$ cat config.mk
export PLATFORM = sky130hd
export DESIGN_NAME = coincidence_sorter_top_two
export DESIGN_NICKNAME = d
export VERILOG_FILES = /design/src/rtl/cst2_pkg.sv /design/src/rtl/coincidence_sorter_top_two.sv /design/src/rtl/cst2_window.sv /design/src/rtl/cst2_pair_out.sv
export SDC_FILE = /design/constraint.sdc
export NUM_CORES = 1
export LEC_CHECK = 0
export BUFFER_PORTS_ARGS = -buffer_cell sky130_fd_sc_hd__buf_2
export CAP_MARGIN = 20
export CORE_UTILIZATION = 34
export CTS_CLUSTER_SIZE = 12
export DETAILED_ROUTE_END_ITERATION = 10
export SLEW_MARGIN = 20
export SYNTH_ARGS = -nofsm -noshare
export SYNTH_HDL_FRONTEND = slang
export SYNTH_SLANG_ARGS = --single-unit
$ cat constraint.sdc
create_clock -name clk -period 12.64 [get_ports clk]
set_input_delay 2.528 -clock clk [delete_from_list [all_inputs] [get_ports clk]]
set_output_delay 2.528 -clock clk [all_outputs]
set_load 0.02 [all_outputs]
$ cat src/rtl/cst2_pkg.sv
`timescale 1ns / 1ps

package cst2_pkg;

  localparam int TIME_BITS   = 48;
  localparam int ENERGY_BITS = 16;
  localparam int NUMBER_BITS = 32;
  localparam int WIDTH_BITS  = 32;

  localparam int IN_DATA_BITS  = 64;
  localparam int OUT_DATA_BITS = 40;

  localparam logic [WIDTH_BITS-1:0] WIDTH_RESET = WIDTH_BITS'(4000);

  localparam logic [1:0] FILL_EMPTY = 2'd0;
  localparam logic [1:0] FILL_ONE   = 2'd1;
  localparam logic [1:0] FILL_PAIR  = 2'd2;

  localparam logic RANK_BEST   = 1'b0;
  localparam logic RANK_SECOND = 1'b1;

  typedef logic [TIME_BITS-1:0]   time_t;
  typedef logic [ENERGY_BITS-1:0] energy_t;
  typedef logic [NUMBER_BITS-1:0] number_t;
  typedef logic [WIDTH_BITS-1:0]  width_t;

  // coincidence pair handed from the window stage to the output stage
  typedef struct packed {
    number_t best_number;
    number_t second_number;
  } pair_t;

endpackage

$ cat src/rtl/coincidence_sorter_top_two.sv
`timescale 1ns / 1ps

// coincidence sorter keeping the two highest-energy singles of each window
// in_*: one single (or flush) per item; time ordered singles expected
// out_*: a closing window with two or more singles gives two items,
//   the arrival number of the best single (rank 0) then the second (rank 1,
//   tlast high); windows of one single close silently
// cfg_*: window width in ticks, write only while the block is idle
// path: an item is held in the input register, its window decision
//   is made when it leaves it; a resulting pair is on out_* the cycle after
// throughput: one item per cycle, except that an item that closes a full window
//   waits while the single pair buffer in front of out_* still holds the
//   previous pair; it is taken when that pair's second item is accepted
// stalls: a held out_tready stops items only once one that closes a full
//   window is in the input register; until then they flow while the pair waits
// reset: rst_n (synchronous) clears the open window, the arrival counter and
//   both buffers, and sets the window width to 4000 ticks

module coincidence_sorter_top_two (
  input  logic                                  clk,
  input  logic                                  rst_n,
  input  logic                                  in_tvalid,
  output logic                                  in_tready,
  // [47:0] arrival_time, [63:48] energy
  input  logic [cst2_pkg::IN_DATA_BITS-1:0]     in_tdata,
  // [0] flush
  input  logic                                  in_tuser,
  input  logic                                  cfg_valid,
  output logic                                  cfg_ready,
  input  logic [cst2_pkg::WIDTH_BITS-1:0]       cfg_data,
  output logic                                  out_tvalid,
  input  logic                                  out_tready,
  // [31:0] single_number, [32] rank, [39:33] zero
  output logic [cst2_pkg::OUT_DATA_BITS-1:0]    out_tdata,
  output logic                                  out_tlast
);

  logic             pair_vld;
  logic             pair_rdy;
  cst2_pkg::pair_t  pair;

  cst2_window u_window (
    .clk       (clk),
    .rst_n     (rst_n),
    .in_tvalid (in_tvalid),
    .in_tready (in_tready),
    .in_tdata  (in_tdata),
    .in_tuser  (in_tuser),
    .cfg_valid (cfg_valid),
    .cfg_ready (cfg_ready),
    .cfg_data  (cfg_data),
    .pair_vld  (pair_vld),
    .pair_rdy  (pair_rdy),
    .pair      (pair)
  );

  cst2_pair_out u_pair_out (
    .clk        (clk),
    .rst_n      (rst_n),
    .pair_vld   (pair_vld),
    .pair_rdy   (pair_rdy),
    .pair       (pair),
    .out_tvalid (out_tvalid),
    .out_tready (out_tready),
    .out_tdata  (out_tdata),
    .out_tlast  (out_tlast)
  );

endmodule

$ cat src/rtl/cst2_window.sv
`timescale 1ns / 1ps

module cst2_window (
  input  logic                                  clk,
  input  logic                                  rst_n,
  input  logic                                  in_tvalid,
  output logic                                  in_tready,
  input  logic [cst2_pkg::IN_DATA_BITS-1:0]     in_tdata,
  input  logic                                  in_tuser,
  input  logic                                  cfg_valid,
  output logic                                  cfg_ready,
  input  logic [cst2_pkg::WIDTH_BITS-1:0]       cfg_data,
  output logic                                  pair_vld,
  input  logic                                  pair_rdy,
  output cst2_pkg::pair_t                       pair
);

  logic                  width_vld;
  cst2_pkg::width_t      width_r;

  logic                  in_vld_r;
  cst2_pkg::time_t       time_r;
  cst2_pkg::energy_t     energy_r;
  logic                  flush_r;

  logic                  open_r, open_nxt;
  cst2_pkg::time_t       start_r, start_nxt;
  logic [1:0]            fill_r, fill_nxt;
  cst2_pkg::energy_t     best_e_r, best_e_nxt;
  cst2_pkg::number_t     best_n_r, best_n_nxt;
  cst2_pkg::energy_t     second_e_r, second_e_nxt;
  cst2_pkg::number_t     second_n_r, second_n_nxt;
  cst2_pkg::number_t     count_r, count_nxt;

  cst2_pkg::time_t       diff;
  logic                  closes;
  logic                  emits;
  logic                  advance;

  assign cfg_ready = 1'b1;
  assign width_vld = cfg_valid && cfg_ready;

  always_ff @(posedge clk) begin
    if (!rst_n) begin
      width_r <= cst2_pkg::WIDTH_RESET;
    end else if (width_vld) begin
      width_r <= cfg_data;
    end
  end

  // signed difference from the window start; negative means time went back
  assign diff   = time_r - start_r;
  assign closes = flush_r || !open_r ||
                  (!diff[cst2_pkg::TIME_BITS-1] &&
                   diff >= cst2_pkg::time_t'(width_r));
  assign emits  = closes && open_r && (fill_r == cst2_pkg::FILL_PAIR);

  assign advance   = in_vld_r && (!emits || pair_rdy);
  assign in_tready = !in_vld_r || advance;

  assign pair_vld           = in_vld_r && emits;
  assign pair.best_number   = best_n_r;
  assign pair.second_number = second_n_r;

  always_comb begin
    open_nxt     = open_r;
    start_nxt    = start_r;
    fill_nxt     = fill_r;
    best_e_nxt   = best_e_r;
    best_n_nxt   = best_n_r;
    second_e_nxt = second_e_r;
    second_n_nxt = second_n_r;
    count_nxt    = count_r;
    if (flush_r) begin
      open_nxt = 1'b0;
      fill_nxt = cst2_pkg::FILL_EMPTY;
    end else if (closes) begin
      // new window opens at this single
      count_nxt  = count_r + cst2_pkg::number_t'(1);
      open_nxt   = 1'b1;
      start_nxt  = time_r;
      fill_nxt   = cst2_pkg::FILL_ONE;
      best_e_nxt = energy_r;
      best_n_nxt = count_r;
    end else begin
      count_nxt = count_r + cst2_pkg::number_t'(1);
      if (fill_r == cst2_pkg::FILL_EMPTY) begin
        best_e_nxt = energy_r;
        best_n_nxt = count_r;
        fill_nxt   = cst2_pkg::FILL_ONE;
      end else if (energy_r > best_e_r) begin
        second_e_nxt = best_e_r;
        second_n_nxt = best_n_r;
        best_e_nxt   = energy_r;
        best_n_nxt   = count_r;
        fill_nxt     = cst2_pkg::FILL_PAIR;
      end else if (fill_r == cst2_pkg::FILL_ONE || energy_r > second_e_r) begin
        second_e_nxt = energy_r;
        second_n_nxt = count_r;
        fill_nxt     = cst2_pkg::FILL_PAIR;
      end
    end
  end

  always_ff @(posedge clk) begin
    if (!rst_n) begin
      in_vld_r   <= 1'b0;
      open_r     <= 1'b0;
      start_r    <= '0;
      fill_r     <= cst2_pkg::FILL_EMPTY;
      best_e_r   <= '0;
      best_n_r   <= '0;
      second_e_r <= '0;
      second_n_r <= '0;
      count_r    <= '0;
    end else begin
      if (in_tready) begin
        in_vld_r <= in_tvalid;
      end
      if (advance) begin
        open_r     <= open_nxt;
        start_r    <= start_nxt;
        fill_r     <= fill_nxt;
        best_e_r   <= best_e_nxt;
        best_n_r   <= best_n_nxt;
        second_e_r <= second_e_nxt;
        second_n_r <= second_n_nxt;
        count_r    <= count_nxt;
      end
    end
  end

  always_ff @(posedge clk) begin
    if (in_tready && in_tvalid) begin
      time_r   <= in_tdata[cst2_pkg::TIME_BITS-1:0];
      energy_r <= in_tdata[cst2_pkg::TIME_BITS +: cst2_pkg::ENERGY_BITS];
      flush_r  <= in_tuser;
    end
  end

  a_fill_range: assert property (@(posedge clk) disable iff (!rst_n)
    fill_r != 2'd3)
    else $error("window fill out of range");

  a_closed_empty: assert property (@(posedge clk) disable iff (!rst_n)
    !open_r |-> fill_r == cst2_pkg::FILL_EMPTY)
    else $error("closed window holds singles");

  a_open_after_single: assert property (@(posedge clk) disable iff (!rst_n)
    advance && !flush_r |=> open_r && fill_r != cst2_pkg::FILL_EMPTY)
    else $error("single did not land in an open window");

  a_count_step: assert property (@(posedge clk) disable iff (!rst_n)
    advance && flush_r |=> $stable(count_r))
    else $error("flush consumed an arrival number");

endmodule

$ cat src/rtl/cst2_pair_out.sv
`timescale 1ns / 1ps

module cst2_pair_out (
  input  logic                                  clk,
  input  logic                                  rst_n,
  input  logic                                  pair_vld,
  output logic                                  pair_rdy,
  input  cst2_pkg::pair_t                       pair,
  output logic                                  out_tvalid,
  input  logic                                  out_tready,
  output logic [cst2_pkg::OUT_DATA_BITS-1:0]    out_tdata,
  output logic                                  out_tlast
);

  logic             held_r;
  logic             rank_r;
  cst2_pkg::pair_t  pair_r;
  logic             beat;
  logic             done;

  assign beat     = out_tvalid && out_tready;
  assign done     = beat && (rank_r == cst2_pkg::RANK_SECOND);
  assign pair_rdy = !held_r || done;

  assign out_tvalid = held_r;
  assign out_tlast  = (rank_r == cst2_pkg::RANK_SECOND);
  assign out_tdata  = {
    {(cst2_pkg::OUT_DATA_BITS - cst2_pkg::NUMBER_BITS - 1){1'b0}},
    rank_r,
    (rank_r == cst2_pkg::RANK_SECOND) ? pair_r.second_number : pair_r.best_number
  };

  always_ff @(posedge clk) begin
    if (!rst_n) begin
      held_r <= 1'b0;
      rank_r <= cst2_pkg::RANK_BEST;
    end else if (pair_vld && pair_rdy) begin
      held_r <= 1'b1;
      rank_r <= cst2_pkg::RANK_BEST;
    end else if (done) begin
      held_r <= 1'b0;
      rank_r <= cst2_pkg::RANK_BEST;
    end else if (beat) begin
      rank_r <= cst2_pkg::RANK_SECOND;
    end
  end

  always_ff @(posedge clk) begin
    if (pair_vld && pair_rdy) begin
      pair_r <= pair;
    end
  end

  a_second_follows: assert property (@(posedge clk) disable iff (!rst_n)
    beat && rank_r == cst2_pkg::RANK_BEST |=> held_r && rank_r == cst2_pkg::RANK_SECOND)
    else $error("second of pair not presented after first");

  a_load_starts_best: assert property (@(posedge clk) disable iff (!rst_n)
    pair_vld && pair_rdy |=> held_r && rank_r == cst2_pkg::RANK_BEST)
    else $error("loaded pair does not start at best rank");

  a_idle_rank: assert property (@(posedge clk) disable iff (!rst_n)
    !held_r |-> rank_r == cst2_pkg::RANK_BEST)
    else $error("rank left over in empty buffer");

endmodule
==> results of run 1 <==
## per-layer routing
metal | share of wire, % | vias up
li1 | - | 6786
met1 | 46 | 6449
met2 | 47 | 284
met3 | 3.9 | 82
met4 | 2.9 | 0
met5 | 0 | -
## final timing paths
| check | from | endpoint | slack, ns | cells after the start |
|---|---|---|---|---|
| hold / removal | u_window.second_n_r[3] | u_pair_out.pair_r[3] | 0.43 | 0 |
| setup reg to reg | u_window.time_r[0] | u_window.count_r[18] | 5.35 | 26 |
| setup / recovery | u_window.time_r[0] | in_tready | 3.74 | 25 |
| hold reg to reg | u_window.second_n_r[3] | u_pair_out.pair_r[3] | 0.43 | 0 |
## layout make-up
| cell class | instances | area [um^2] |
|---|---|---|
| Fill cell | 5091 | 31200 |
| Multi-Input combinational cell | 1252 | 8680 |
| Sequential cell | 343 | 8160 |
| Clock buffer | 55 | 1130 |
| Tap cell | 680 | 851 |
| Timing Repair Buffer | 151 | 793 |
| Inverter | 133 | 502 |
| Clock inverter | 17 | 180 |
## cells by family (layout without fill, tap and decap cells)
kind of cell,after synthesis,count (layout),synth area share (%)
flops,343,343,45.8
simple gates,476,476,12.7
buf+inv,254,356,5.95
mux,168,168,9.69
fa+ha+maj,113,113,7.99
xor+xnor,38,38,1.87
other cells,2,8,0.0422
compound gates,449,449,15.9
## where the power goes
part	total [uW]	internal (uW)	switching (uW)
Clock	1150	690	462
Sequential	1200	1180	22.9
Combinational	429	166	263
Total	2780	2040	748
## synth_stat cells (all sizes together), types with 5 or more instances
library cell  instances  area share (%)
a21oi               156             4.4
a31oi                 7            0.25
nand4                37             1.3
a221oi                5            0.25
o211ai               11            0.46
o31ai                 6            0.25
nand3                75             2.1
a21boi                6            0.25
and3                 12            0.42
edfxtp              129              22
xor2                 16            0.79
mux2                 34             2.2
buf                  31             1.2
o21ai                98             2.8
nand2               167             3.5
o21a                 17            0.72
nor2b                22            0.77
dfxtp               214              24
a211oi               43             1.8
ha                  112             7.9
or3                   5            0.18
inv                 133             2.8
nor2                 85             1.8
nand2b               27            0.95
and2                  5            0.18
xnor2                22             1.1
a311oi               31             1.5
nor4                  5            0.18
a21o                 33             1.4
mux2i               134             7.5
clkbuf               90             1.9
nor3                 21            0.59
## layout by cell type, fill, tap and decap left out, drive strengths merged, types with 6 or more instances in the layout
cell type / Yosys / layout
dfxtp: 214 / 214
nand2: 167 / 167
a21oi: 156 / 156
buf: 31 / 151
inv: 133 / 135
mux2i: 134 / 134
edfxtp: 129 / 129
ha: 112 / 112
o21ai: 98 / 98
nor2: 85 / 85
nand3: 75 / 75
clkbuf: 90 / 55
a211oi: 43 / 43
nand4: 37 / 37
mux2: 34 / 34
a21o: 33 / 33
a311oi: 31 / 31
nand2b: 27 / 27
nor2b: 22 / 22
xnor2: 22 / 22
nor3: 21 / 21
o21a: 17 / 17
xor2: 16 / 16
and3: 12 / 12
clkinv: 0 / 12
o211ai: 11 / 11
conb: 2 / 8
a31oi: 7 / 7
o31ai: 6 / 6
a21boi: 6 / 6
## critical path, stage by stage, from the launching register on
cell and delay [ns]:
edfxtp_1 0.39, inv_1 0.07, ha_1 0.16, inv_1 0.05
fa_1 0.40, a21o_1 0.19, a221o_1 0.38, o21ai_0 0.45
nor2b_1 0.10, nor2_1 0.18, o21ai_0 0.18, a21o_1 0.21
a21oi_1 0.16, xnor2_1 0.15, ha_1 0.27, o21a_1 0.18
o21ai_0 0.16, o221ai_1 0.14, a2111oi_0 0.41, o311ai_0 0.23
nor4_1 0.32, nor4b_2 0.22, and4_1 0.40, o21ai_4 0.10
nand3_1 0.12, buf_2 0.18
## stage by stage
stage          worst slack, ns  hold slack (ns)  instance area, um^2  utilization, %  power [uW]
6_report                  3.74            0.429                20300            39.4        2780
2_1_floorplan             3.66            0.409                17800               -        1530
4_1_cts                   3.67            0.428                20300            39.4        2820
3_5_place_dp              4.33            0.415                19000            36.9        1650
5_1_grt                   3.34            0.436                20300            39.4        2920
3_3_place_gp              4.38            0.414                19000            36.9        1650
## sequential cells by signal (all words and copies together), names as in the netlist
name	flops
u_window.open_r	1
u_window.width_r	32
u_pair_out.out_tlast	1
u_window.flush_r	1
u_window.count_r	32
u_window.second_e_r	16
u_window.start_r	48
u_window.time_r	48
u_pair_out.pair_r	64
u_window.best_n_r	32
u_window.second_n_r	32
u_pair_out.out_tvalid	1
u_window.best_e_r	16
u_window.in_vld_r	1
u_window.energy_r	16
u_window.fill_r	2
==> metrics, run 1 <==
run status finished, final reports clean; clk slew on worst S/H paths 0.06 ns; worst path arrival time 6.37 ns; H-tree Lvls 2; met3 Use GR 2.52%; Setup CP Type reg2out; grt ovf 0; CTS tree yes; Max Slew Vio Count 0; setup TNS 0 ns; maximum vdd ir drop 0.108 mV; period utilization 70.4%; initial drt markers 709; EDFF count, synth 129; prevailing post-synth register cell dfxtp_1; clock buffer depth 3; LEAKAGE 0.00795 uW; final WL 44,900 um; DRC 0; Cell variety after synth 69; Layout area overhead 14.0%; Post-Syn Instances 1,843; Critical Path Start Type register; Die W 231 um; Cell Pwr Density 137 nW/um^2; largest net degree at the start of global routing 87; final non-filler cell total 2,631; Routed WL per cell 17.1 um; Core Rows 83; first-pass GRT wire length 70,800 um; hold_buf cts 0; Vias/cell 5.17; f_max 0.112 GHz; RSZ-0062 raised after global routing no; post-DP HPWL 30,900 um; layout cell share with drive strength beyond 1 13.3%; Final Skew 0.0321 ns; relative slew slack 33.4%; clk_lat worst skew 0.57 ns; placed instance count 2,559; flip-flop and latch count after synthesis 343; DR pass1 iterations 7; routability cong. 0.868; fin crit period 8.90 ns; mapped cell area 17,800 um^2; # diodes 0; Final Setup Violations 0; total setup buffers inserted after CTS 0; Tightest Hold Check Type reg2reg; port bufs 137; via count 13,600; fraction of registers with async set/reset 0%; starting density of the core 34.6%; total CTS buffers 40; met2 global-route usage 28.1%; die area 53,300 um^2; NumNets Final 2,136; GR peak layer met2; core area 51,500 um^2; worst-margin pin slew 0.999 ns; CTS root buffer clkbuf_16; antenna violations before repair 1; Overall Global Routing Usage 16.7%; sequential share of the synthesized area 45.8%; Global Route met1 Usage 21.6%; CP max FO 5; Syn Area/Cell 9.66 um^2; max cap viols 0; Setup crit end kind output port; Die Span Y 231 um; vias in the first global route 13,100; I/O pin count 146; clock sink count 343; Final Hold Fails 0; Syn. warnings 0; # resized after CTS 0; Routed Antenna Nets 0; Worst EP required 10.11 ns
Power figures use the tool's default switching activity.
==> inputs of run 2 (changes only) <==
==> constraint.sdc (replaced) <==
create_clock -name clk -period 9.25 [get_ports clk]
set_input_delay 1.85 -clock clk [delete_from_list [all_inputs] [get_ports clk]]
set_output_delay 1.85 -clock clk [all_outputs]
set_load 0.02 [all_outputs]
==> metrics, run 2 (synthesis gave the netlist of run 1 again) <==
clk_lat worst skew 0.57 ns (about the same); fin crit period 8.54 ns; DRC 0 (unchanged); multi-input logic area 8680 um^2 (unchanged); I/O pin count 146 (unchanged); max reg flops 64 (unchanged); filler cell count 5,186 (+1.9%); LEAKAGE 0.00791 uW (-0.52%); Final Setup Violations 0 (unchanged); most common cell after layout, fill and taps aside dfxtp_1; clock sink count 343 (unchanged); largest net degree at the start of global routing 82 (-5.7%); Clock Power Share 40.2% (-1.2 points); Layout area overhead 13.6%; run status finished, final reports clean; # resized after CTS 0 (unchanged); port bufs 137 (unchanged); total CTS buffers 39 (-2.5%); Max Slew Vio Count 0 (unchanged); via count 13,600 (+0.14%); first-pass GRT wire length 71,000 um (+0.24%); clk slew on worst S/H paths 0.06 ns (about the same); core area 51,500 um^2 (unchanged); Critical Path Start Type register; vias in the first global route 13,200 (+0.83%); Final Skew 0.0201 ns (-0.0120 ns); antenna violations before repair 1 (unchanged); relative slew slack 31.4% (-2.0 points); hold_buf cts 0 (unchanged); total setup buffers inserted after CTS 0 (unchanged); Routed WL per cell 16.9 um (-0.84%); Setup crit end kind output port; H-tree Lvls 2 (unchanged); CP max FO 5 (unchanged); Overall Global Routing Usage 16.6% (-0.12 points); post-route total power 3720 uW (+34%); Tightest Hold Check Type reg2reg; Switching Share 27.7% (+0.84 points); NumNets Final 2,135 (-0.047%); grt ovf 0 (unchanged); final WL 44,600 um (-0.84%); layout cell share with drive strength beyond 1 13.1% (-0.21 points); die area 53,300 um^2 (unchanged); initial drt markers 846 (+19%); Reg power frac 44.1% (+0.9 points); register area 8160 um^2 (unchanged); Power Internal 2690 uW (+32%); DR pass1 iterations 5 (-2); final setup margin 0.713 ns (-3.03 ns); # diodes 0 (unchanged); Final Hold Fails 0 (unchanged); starting density of the core 34.6% (unchanged); setup TNS 0 ns (unchanged); Core Rows 83 (unchanged); maximum vdd ir drop 0.141 mV (+31%); Sw Pwr 1030 uW (+38%); Worst EP required 7.40 ns (-2.71 ns); Cell Pwr Density 184 nW/um^2 (+34%); max cap viols 0 (unchanged); most flop-heavy register u_pair_out.pair_r; top flop regs u_pair_out.pair_r (64), u_window.start_r (48), u_window.time_r (48); post-DP HPWL 30,900 um (about the same); Final Util 39.3% (-0.15 points); Vias/cell 5.18 (+0.14%); Combinational Power Share 15.8% (+0.4 points); Setup WS pre-CTS 1.37 ns (-2.96 ns); Die Span Y 231 um (unchanged); clock buffer depth 3 (unchanged); most frequent cells in the layout 214 x dfxtp_1, 167 x nand2_1, 155 x a21oi_1; RSZ-0062 raised after global routing no; routability cong. 0.914 (+5.3%); period utilization 92.3%; CTS tree yes; Routed Antenna Nets 0 (unchanged); worst path arrival time 6.69 ns (+0.32 ns); CTS root buffer clkbuf_16; Die W 231 um (unchanged); Setup CP Type reg2out; worst-margin pin slew 1.03 ns (+0.0305 ns); f_max 0.117 GHz
[run 2: cell count changes in the layout (fill, tap and decap cells not counted), moves of 2 or more]
cell / change
clkbuf_1: +2
clkbuf_16: -3
clkbuf_8: -2
clkinv_1: +2
[run 2: power groups by stage]
stage,Clock (uW),Combinational [uW],Sequential (uW)
after detailed placement,0,587,1670
after global routing,1600,652,1650
after CTS,1540,590,1640
after floorplan,0,427,1660
after global placement,0,579,1670
final,1500,587,1640
[run 2: worst paths after layout]
path         depth (start not counted)               startpoint                       to  slack (ns)
min                                  0  u_window.second_n_r[30]    u_pair_out.pair_r[30]        0.43
max reg2reg                         26       u_window.time_r[0]  u_window.second_n_r[22]        1.78
max                                 25       u_window.time_r[0]                in_tready        0.71
min reg2reg                          0  u_window.second_n_r[30]    u_pair_out.pair_r[30]        0.43
[run 2: through the flow]
stage | cells | area [um^2] | hold WS, ns
after floorplan | 1849 | 17800 | 0.409
after global placement | 2559 | 19000 | 0.414
after detailed placement | 2559 | 19000 | 0.415
after CTS | 2631 | 20200 | 0.424
after global routing | 2631 | 20200 | 0.434
final | 2631 | 20200 | 0.427
[run 2: worst max-delay path, cell delays in order, from the launching register on]
cell       delay [ns]
edfxtp_1         0.39
inv_1            0.07
ha_1             0.16
inv_1            0.06
fa_1             0.40
a21o_1           0.19
a221o_1          0.36
o21ai_0          0.42
nor2b_1          0.09
nor2_1           0.17
o21ai_0          0.18
a21o_1           0.21
a21oi_1          0.16
xnor2_1          0.15
ha_1             0.27
o21a_1           0.17
o21ai_0          0.16
o221ai_1         0.14
a2111oi_0        0.48
o311ai_0         0.24
nor4_1           0.48
nor4b_2          0.26
and4_1           0.41
o21ai_4          0.07
nand3_1          0.18
buf_2            0.20
[run 2: layer usage]
metal  vias to the layer above  track usage [%]  routed length [um]
li1                       6799                -                   -
met2                       262             28.4               21300
met5                         -                0                   0
met1                      6480             21.1               20100
met3                        79             2.35                1780
met4                         0             6.31                1340
[run 2: cell type report]
type / count / area share, %
tap: 680 / 4.21
sequential: 343 / 40.3
clock buffer: 52 / 5.12
multi-input combinational: 1252 / 42.9
timing repair buffer: 151 / 3.98
clock inverter: 20 / 0.922
inverter: 133 / 2.48
